### config.mk
export PLATFORM = sky130hd
export DESIGN_NAME = bnms_ctrl
export DESIGN_NICKNAME = d
export VERILOG_FILES = /design/src/rtl/box_non_max_suppression_core_macros.svh /design/src/rtl/bnms_pkg.sv /design/src/rtl/bnms_ctrl.sv
export SDC_FILE = /design/constraint.sdc
export NUM_CORES = 1
export LEC_CHECK = 0
export BUFFER_PORTS_ARGS = -buffer_cell sky130_fd_sc_hd__buf_2
export CAP_MARGIN = 30
export CORE_AREA = 4 4 41 43
export CTS_BUF_LIST = sky130_fd_sc_hd__clkbuf_16
export DETAILED_ROUTE_END_ITERATION = 12
export DIE_AREA = 0 0 45 47
export GPL_TIMING_DRIVEN = 0
export PLACE_DENSITY = 0.58
export SYNTH_ARGS = -nofsm -noshare
export SYNTH_HDL_FRONTEND = slang
export SYNTH_SLANG_ARGS = --single-unit
### constraint.sdc
create_clock -name clk_i -period 1.3 [get_ports clk_i]
set_clock_uncertainty 0.1 [all_clocks]
set_input_delay 0.195 -clock clk_i [delete_from_list [all_inputs] [get_ports clk_i]]
set_output_delay 0.195 -clock clk_i [all_outputs]
set_load 0.03 [all_outputs]
### src/rtl/box_non_max_suppression_core_macros.svh
// ----------------------------------------------------------------------------
// Assertion macros for the box non-maximum suppression core
// Shared concurrent assertion forms, clocked on clk_i and reset by rst_ni.
// ----------------------------------------------------------------------------
`ifndef BOX_NON_MAX_SUPPRESSION_CORE_MACROS_SVH
`define BOX_NON_MAX_SUPPRESSION_CORE_MACROS_SVH

// Same-cycle implication.
`define BNMS_ASSERT_SAME(label, ante, cons) \
  label: assert property (@(posedge clk_i) disable iff (!rst_ni) (ante) |-> (cons)) \
    else $error("bnms: same-cycle check failed");

// Next-cycle implication.
`define BNMS_ASSERT_NEXT(label, ante, cons) \
  label: assert property (@(posedge clk_i) disable iff (!rst_ni) (ante) |=> (cons)) \
    else $error("bnms: next-cycle check failed");

`endif

### src/rtl/bnms_pkg.sv
// ----------------------------------------------------------------------------
// Box non-maximum suppression package
// Shared constants, box type and controller/datapath interface structs.
// ----------------------------------------------------------------------------
package bnms_pkg;

  localparam int unsigned MaxBoxesDef = 64;
  localparam int unsigned CoordW      = 20;
  localparam int unsigned ScoreW      = 16;
  localparam logic [15:0] ThrReset    = 16'd26214;
  localparam logic [2:0]  AddrThr     = 3'd0;

  typedef struct packed {
    logic signed [CoordW-1:0] left;
    logic signed [CoordW-1:0] top;
    logic signed [CoordW-1:0] right;
    logic signed [CoordW-1:0] bottom;
    logic [ScoreW-1:0]        score;
  } box_t;

  typedef struct packed {
    logic load;
    logic pass_start;
    logic cmp_off;
    logic scan_step;
    logic take_best;
    logic emit_load;
    logic set_clear;
  } cmd_t;

  typedef struct packed {
    logic scan_last;
    logic pipe_busy;
    logic best_found;
  } sts_t;

endpackage

### src/rtl/bnms_ctrl.sv
// ----------------------------------------------------------------------------
// Box non-maximum suppression controller
// Sequences loading, suppression passes and result delivery.
// ----------------------------------------------------------------------------
module bnms_ctrl (
  input  logic           clk_i,
  input  logic           rst_ni,
  input  logic           in_valid_i,
  input  logic           in_set_end_i,
  output logic           in_stall_o,
  output logic           out_valid_o,
  input  logic           out_stall_i,
  input  bnms_pkg::sts_t sts_i,
  output bnms_pkg::cmd_t cmd_o
);

  typedef enum logic [3:0] {
    ST_LOAD  = 4'b0001,
    ST_SCAN  = 4'b0010,
    ST_DRAIN = 4'b0100,
    ST_EMIT  = 4'b1000
  } state_e;

  state_e state_q, state_d;
  logic   first_q, first_d;

  always_comb begin
    state_d = state_q;
    first_d = first_q;
    cmd_o   = '0;
    unique case (state_q)
      ST_LOAD: begin
        if (in_valid_i) begin
          cmd_o.load = 1'b1;
          if (in_set_end_i) begin
            cmd_o.pass_start = 1'b1;
            cmd_o.cmp_off    = 1'b1;
            first_d          = 1'b1;
            state_d          = ST_SCAN;
          end
        end
      end
      ST_SCAN: begin
        cmd_o.scan_step = 1'b1;
        if (sts_i.scan_last) begin
          state_d = ST_DRAIN;
        end
      end
      ST_DRAIN: begin
        if (!sts_i.pipe_busy) begin
          if (first_q) begin
            // The ranking pass only finds the top box; suppression starts now.
            cmd_o.take_best  = 1'b1;
            cmd_o.pass_start = 1'b1;
            first_d          = 1'b0;
            state_d          = ST_SCAN;
          end else begin
            cmd_o.emit_load = 1'b1;
            state_d         = ST_EMIT;
          end
        end
      end
      ST_EMIT: begin
        if (!out_stall_i) begin
          if (sts_i.best_found) begin
            cmd_o.take_best  = 1'b1;
            cmd_o.pass_start = 1'b1;
            state_d          = ST_SCAN;
          end else begin
            cmd_o.set_clear = 1'b1;
            state_d         = ST_LOAD;
          end
        end
      end
      default: begin
        state_d = ST_LOAD;
      end
    endcase
  end

  always_ff @(posedge clk_i or negedge rst_ni) begin
    if (!rst_ni) begin
      state_q <= ST_LOAD;
      first_q <= 1'b0;
    end else begin
      state_q <= state_d;
      first_q <= first_d;
    end
  end

  assign in_stall_o  = (state_q != ST_LOAD);
  assign out_valid_o = (state_q == ST_EMIT);

endmodule

Word level (Yosys, flattened, before mapping) --
Index checks and enable logic that the tools add are counted.
Storage, ports and cells: bits in registers 5, output and inout bits 9, word-level logic and storage cells 44
Operators by class: equality and inequality tests 10, multiplexer cells 29, reduce and logical (&&, ||, !) cells 3
Operators with widths (count):
- 4-bit 2-to-1 mux | 6
- 4-bit case mux with 4 select lines | 1
- 1-bit 2-to-1 mux | 15
- 2-bit inequality test (second input constant) | 5
- 2-bit 2-to-1 mux | 3
- 5-bit AND reduction | 1
- 4-bit by 1-bit equality test with 1-bit output (second input constant) | 1
- 4-bit by 2-bit equality test with 1-bit output (second input constant) | 1
- 4-bit by 3-bit equality test with 1-bit output (second input constant) | 1
- 4-bit equality test (second input constant) | 1
- 4-bit by 1-bit inequality test with 1-bit output (second input constant) | 1
- 1-bit case mux with 2 select lines | 2
- 4-bit AND reduction | 1
- 3-bit 2-to-1 mux | 1
- 1-bit case mux with 3 select lines | 1
- 2-bit nonzero test | 1

Logic depth before layout (Yosys ltp) --
Gate-level depths: netlist (run 1).
depth after elaboration 3, gate-level depth with buffers 4

Least setup slack after synthesis (run 1) --
Ideal clock, no wire load.
path kind register to output, start register state_q[2], end output port cmd_o[0] (netlist name), data arrival time 2.118 ns, slack -1.113 ns, cell stages (with the launch flop) 4, path buffers 1, cell sequence dfrtp_1 > buf_6 > nor4b_2 > nor3b_1
RTL lines:
- from (decl) | RTL line bnms_ctrl.sv:24 | state_e state_q, state_d;
- from (signal assigned) | RTL line bnms_ctrl.sv:86 | state_q <= state_d;
- to (decl) | RTL line bnms_ctrl.sv:14 | output bnms_pkg::cmd_t cmd_o

==> results.toml, run 1 <==
[run_status]
outcome = "finished, violations left"
violations = "negative setup slack"

[drt]
drt_iter0_drc = 3
via_per_inst = 4.756
firstDrtPassIters = 3
routed_wl_mm = 1.111
postRouteAntennaNets = 0
drc = 0
wl_per_cell_um = 12.92
dr_total_vias = 409

[yosys]
synthDistinctLibCells = 21
synth_area_leader_cell = "dfrtp_1"
async_flop_share_pct = 100.0
synth_top_area_share_pct = 29.52
synth_nets = 46
postSynthAreaPerCell_um2 = 8.923
syn-cell-area_um2 = 339.1
ys_seq_elements = 5
yosysSeqAreaShare_pct = 37.27
yosysWarnings = 0
synth_edf_count = 0
synth_common_cells = "4 x dfrtp_1, 4 x nand3b_1, 4 x nor2_1"
syn_inst = 38
synth_ff_type = "dfrtp_1"
synthTopCellsByArea = "dfrtp_1 30%, nand3b_1 8.9%, dfstp_2 7.7%, nor2_1 4.4%, nor4b_2 4.4%"

[clocking]
cts_sinks = 5
cts_tree = "yes"
cts_buffers = 3
clockBufferDepth = 2
clk_pin_slew_ns = 0.03
cts_root_buf = "clkbuf_16"
htree_levels = 1
clock_latency_ns = 0.22

[timing]
finalCriticalPeriod_ns = 1.831
setup_slack_ns = -0.5309
final_max_slew_viol_count = 0
max_slew_margin_pct = 84.59
max_freq_ghz = 0.5462
setup_viol = 12
tightest_slew_ns = 0.2302
rsz0062_at_grt = "true"
finalHoldViolCount = 0
fin_crit_sh_pct = 140.8

[global_route]
grt_usage_pct = 14.00
overflow = 0
grt.met3_usage_pct = 3.831
grt_util_met1_pct = 16.94
grt_pass1_vias = 468
grt_busiest_layer = "met2"
grtUsageMet2_pct = 24.58
grt_max_degree = 9
antenna_found_initial = 0
grt_pass1_wl_mm = 2.125

[floorplan]
die_y_um = 47
die_w_um = 45
rows = 13
initial_core_util_pct = 26.06
die_area_um2 = 2115
top_level_ports = 17
core-area_um2 = 1301

[place]
gp_congestion = 0.7628
dp_hpwl_um = 696.9
pre_cts_slack_ns = -0.3958
numPortBuffers = 16

[power_and_ir_drop]
leakagePower_nw = 0.3542
powerDensity_nw_per_um2 = 1180
total_power_mw = 0.9378
peakVddDrop_uv = 1032

[layout]
area_growth_pct = 134.3
drive_gt1_share_pct = 70.42
final_nets = 80
antennaDiodeCount = 0

[run]
cap_violations = 0

[critical_path]
setup.worst_path.end_class = "output pin"
worstSetupPathType = "flip-flop to output pin"
crit_arrival_ns = 1.54
cp_slowest_stage_delay_ns = 0.57
required_ns = 1.00
cp_cell_sequence = "or4b_4, nor2_4, buf_6"
cp_slowest_cell = "dfstp_2"
path_max_fanout = 4
critPathLaunchType = "flip-flop"

[hold_path]
hold_class = "input pin to flip-flop"
per-stage QoR:
step / hold slack (ns) / area [um2] / std cells / util [%] / TNS (ns)
after floorplan: -0.2006 / 397.9 / 38 / - / -2.569
after global placement: -0.08416 / 496.7 / 69 / 38.17 / -2.461
after detailed placement: -0.08394 / 496.7 / 69 / 38.17 / -2.570
after CTS: 0.1486 / 833.3 / 92 / 64.04 / -4.799
after global routing: 0.1728 / 794.5 / 86 / 61.06 / -5.036
final: 0.1494 / 794.5 / 86 / 61.06 / -4.152
cells in the final DEF (no fill, tap or decap), types with 2 or more instances in the layout:
cell and n:
dfrtp_2 3, nand3b_1 4, nor4b_4 2, buf_2 7, nor2_4 2, nand4_1 2, buf_6 14, nand2b_1 2
clkbuf_16 3, o21a_1 2, buf_4 7, nand3_2 2, inv_1 3
sequential cells by signal (all words and copies together) (netlist names):
signal,flops
state_q,4
first_q,1
worst paths after layout:
| path | from | endpoint | slack [ns] | depth (start not counted) |
|---|---|---|---|---|
| setup / recovery | state_q[0]$_DFFE_PN1P_ | cmd_o[6] | -0.53 | 3 |
| hold / removal | sts_i[0] | state_q[0]$_DFFE_PN1P_ | 0.15 | 3 |
| setup reg to reg | state_q[0]$_DFFE_PN1P_ | first_q$_DFFE_PN0P_ | -0.20 | 5 |
| hold reg to reg | first_q$_DFFE_PN0P_ | state_q[3]$_DFFE_PN0P_ | 0.41 | 1 |
| max in group asynchronous | rst_ni | state_q[0]$_DFFE_PN1P_ | 0.66 | 2 |
| min in group asynchronous | rst_ni | state_q[1]$_DFFE_PN0P_ | 0.23 | 2 |
metal layers:
metal  wire length (um)  share of wire [%]  up-vias
met4                 10               0.90        0
met3                 50                4.5        2
li1                   -                  -      203
met5                  0                  0        -
met2                558                 50       11
met1                492                 44      193
layout make-up:
| type | instances | area [um2] |
|---|---|---|
| fill | 114 | 506.7 |
| timing repair buffer | 31 | 290.3 |
| multi-input combinational | 28 | 260.3 |
| sequential | 5 | 130.1 |
| clock buffer | 3 | 75.07 |
| tap | 15 | 18.77 |
| inverter | 3 | 16.27 |
| clock inverter | 1 | 3.754 |
logic make-up after synthesis:
kind of cell | after synthesis | share of synthesized area, %
simple gates | 22 | 42.44
compound gates | 6 | 11.44
flops | 5 | 37.27
buf+inv | 5 | 8.856
power breakdown:
part           internal [mW]  switching [mW]
combinational          0.140           0.118
clock                  0.398          0.0922
sequential             0.171          0.0187
critical path: cells and delay by family, from the launching register on:
family                 cells  cell delay (ns)
flip-flops                 1             0.57
AND/OR/NAND/NOR            2             0.61
buffers and inverters      1             0.13
what timing repair did:
action / CTS / global route
resized for setup: 29 / 10
pin swaps: 5 / 7
setup endpoints to repair: 11 / 14
hold buffers: 1 / 0
hold endpoints to repair: 5 / 0
buffers inserted: 19 / 3
Power figures use the tool's default switching activity.
==> run 2, diff against run 1 <==
--- a/config.mk
+++ b/config.mk
@@ -7,12 +7,15 @@
 export LEC_CHECK = 0
 export BUFFER_PORTS_ARGS = -buffer_cell sky130_fd_sc_hd__buf_2
 export CAP_MARGIN = 30
-export CORE_AREA = 4 4 41 43
+export CELL_PAD_IN_SITES_DETAIL_PLACEMENT = 2
+export CELL_PAD_IN_SITES_GLOBAL_PLACEMENT = 2
+export CORE_ASPECT_RATIO = 0.9
+export CORE_MARGIN = 4
+export CORE_UTILIZATION = 20
 export CTS_BUF_LIST = sky130_fd_sc_hd__clkbuf_16
 export DETAILED_ROUTE_END_ITERATION = 12
-export DIE_AREA = 0 0 45 47
 export GPL_TIMING_DRIVEN = 0
-export PLACE_DENSITY = 0.58
+export PLACE_DENSITY = 0.75
 export SYNTH_ARGS = -nofsm -noshare
 export SYNTH_HDL_FRONTEND = slang
 export SYNTH_SLANG_ARGS = --single-unit
==> run 2 against run 1 <==
Net effect:
- the flow still finishes with violations (negative setup slack)
- fmax fell by 1.3%
- utilization fell by 9.5 points
- critical path depth did not move
==> results.toml, run 2 (synthesis gave the netlist of run 1 again) <==
[run_status]
outcome = "finished, violations left"
violations = "negative setup slack"

[layout]
final_common_cell = "buf_6"
antennaDiodeCount = 0
layout_common_cells = "14 x buf_6, 8 x buf_4, 7 x buf_2"
area_growth_pct = 132.5
seqCellArea_um2 = 128.9
largest_reg_flops = 4
final_area_um2 = 788.3
multi_input_area_um2 = 274.0
instances_no_fill = 92
nFillCells = 170
drive_gt1_share_pct = 71.43
fin_util_pct = 51.55
final_nets = 79
largestRegisters = "state_q x4, first_q x1"
max_flop_register = "state_q"

[power_and_ir_drop]
power_frac_comb_pct = 27.4
seqPwrFrac_pct = 19.8
pwr-share-clk_pct = 52.7
leakagePower_nw = 0.3431
sw_frac_of_total_pct = 26.28
peakVddDrop_uv = 412.5
power.switching_mw = 0.2488
powerDensity_nw_per_um2 = 1201
p_int_mw = 0.6978

[run]
cap_violations = 0

[drt]
drc = 0
wl_met2_um = 853
wl_met3_um = 66
drt_iter0_drc = 3
wl_met1_um = 644
via_per_inst = 4.641
wl_per_cell_um = 17.21
top_layer = "met4"
postRouteAntennaNets = 0
routed_wl_mm = 1.583
firstDrtPassIters = 2
dr_total_vias = 427

[floorplan]
top_level_ports = 17
die_area_um2 = 2419
initial_core_util_pct = 22.18
rows = 13
core-area_um2 = 1529
die_y_um = 47.06
die_w_um = 51.40

[place]
gp_congestion = 0.7296
place_inst = 76
dp_hpwl_um = 847.4
dpl_cell_area_um2 = 505.5
numPortBuffers = 16

[clocking]
cts_sinks = 5
htree_levels = 1
cts_buffers = 3
clk_pin_slew_ns = 0.03
clockBufferDepth = 2
cts_root_buf = "clkbuf_16"
clock_latency_ns = 0.23
cts_tree = "yes"

[hold_path]
hold_class = "input pin to flip-flop"
min_from = "out_stall_i"
holdPathStages = 3
hold_path_end = "state_q[3]$_DFFE_PN0P_"

[critical_path]
path_max_fanout = 4
cp_slowest_stage_delay_ns = 0.57
worstSetupPathType = "flip-flop to output pin"
setup.worst_path.end_class = "output pin"
cp_slowest_cell = "dfstp_2"
r2r_setup_slack_ns = -0.32
r2r_cells = 8
cp_cell_sequence = "or4b_4, nor2_4, buf_6"
crit_family = "simple AND/OR/NAND/NOR gates"
required_ns = 1.00
path_buf_inv = 1
r2r-end = "state_q[1]$_DFFE_PN0P_"
crit_arrival_ns = 1.56
critPathLaunchType = "flip-flop"
r2r_start = "state_q[0]$_DFFE_PN1P_"

[global_route]
grt_pass1_wl_mm = 2.401
antenna_found_initial = 0
grt_max_degree = 9
overflow = 0
grt_pass1_vias = 478
grt_usage_pct = 14.26

[timing]
finalHoldViolCount = 0
final_max_slew_viol_count = 0
max_slew_margin_pct = 82.24
max_freq_ghz = 0.5389
tightest_slew_ns = 0.2653
fin_crit_sh_pct = 142.7
setup_slack_ns = -0.5555
rsz0062_at_grt = "true"
finalCriticalPeriod_ns = 1.856
setup_viol = 13
## run 2: cell count changes in the layout (fill, tap and decap cells not counted), sizes merged
cell | before | now
buf | 30 | 29
## run 2: stage by stage
step | worst slack [ns] | TNS (ns) | power (mW) | hold WS, ns
6_report | -0.5555 | -4.905 | 0.9465 | 0.1624
5_1_grt | -0.5904 | -5.728 | 0.9867 | 0.1852
4_1_cts | -0.5481 | -4.324 | 0.9232 | 0.1574
3_5_place_dp | -0.4197 | -2.847 | 0.3478 | -0.07855
3_3_place_gp | -0.4093 | -2.691 | 0.3429 | -0.08339
2_1_floorplan | -0.4600 | -2.569 | 0.2967 | -0.2006
## run 2: area by class of cell
type / count / area share (%)
Multi-Input combinational cell: 28 / 34.76
Timing Repair Buffer: 30 / 33.33
Sequential cell: 5 / 16.35
Clock buffer: 3 / 9.524
Tap cell: 22 / 3.492
Inverter: 3 / 2.063
Clock inverter: 1 / 0.4762
## run 2: power by group through the flow
stage,Sequential (mW),Clock [mW],Combinational [mW]
after detailed placement,0.197,0,0.151
after CTS,0.187,0.511,0.226
after global routing,0.190,0.520,0.276
after global placement,0.196,0,0.147
after floorplan,0.190,0,0.106
final,0.188,0.499,0.260
## run 2: how the worst max path moves through the flow
| stage | end | startpoint | slack [ns] | cells past startpoint |
|---|---|---|---|---|
| 2_1_floorplan | cmd_o[0] | state_q[1]$_DFFE_PN0P_ | -0.46 | 2 |
| 3_3_place_gp | cmd_o[5] | state_q[0]$_DFFE_PN1P_ | -0.41 | 4 |
| 3_5_place_dp | cmd_o[5] | state_q[0]$_DFFE_PN1P_ | -0.42 | 4 |
| 4_1_cts | cmd_o[6] | state_q[0]$_DFFE_PN1P_ | -0.55 | 3 |
| 5_1_grt | cmd_o[6] | state_q[0]$_DFFE_PN1P_ | -0.59 | 3 |
| 6_report | cmd_o[6] | state_q[0]$_DFFE_PN1P_ | -0.56 | 3 |
## run 2: what timing repair did
action / 4_1_cts / 5_1_grt
hold buffers: 1 / 0
resized for setup: 28 / 6
buffers inserted: 8 / 5
setup endpoints to repair: 11 / 14
pin swaps: 6 / 8
hold endpoints to repair: 5 / 0
## run 2: layer usage
metal | GRT usage, % | vias to the layer above
met5 | 0 | -
met1 | 16.00 | 211
li1 | - | 202
met4 | 7.853 | 0
met2 | 26.65 | 12
met3 | 1.905 | 2
## run 2: tightest hold or removal path, delay by kind of cell
kind / cells / cell delay, ns
buffers and inverters: 1 / 0.13
AND/OR/NAND/NOR: 1 / 0.06
AO/OA/AOI/OAI: 1 / 0.05
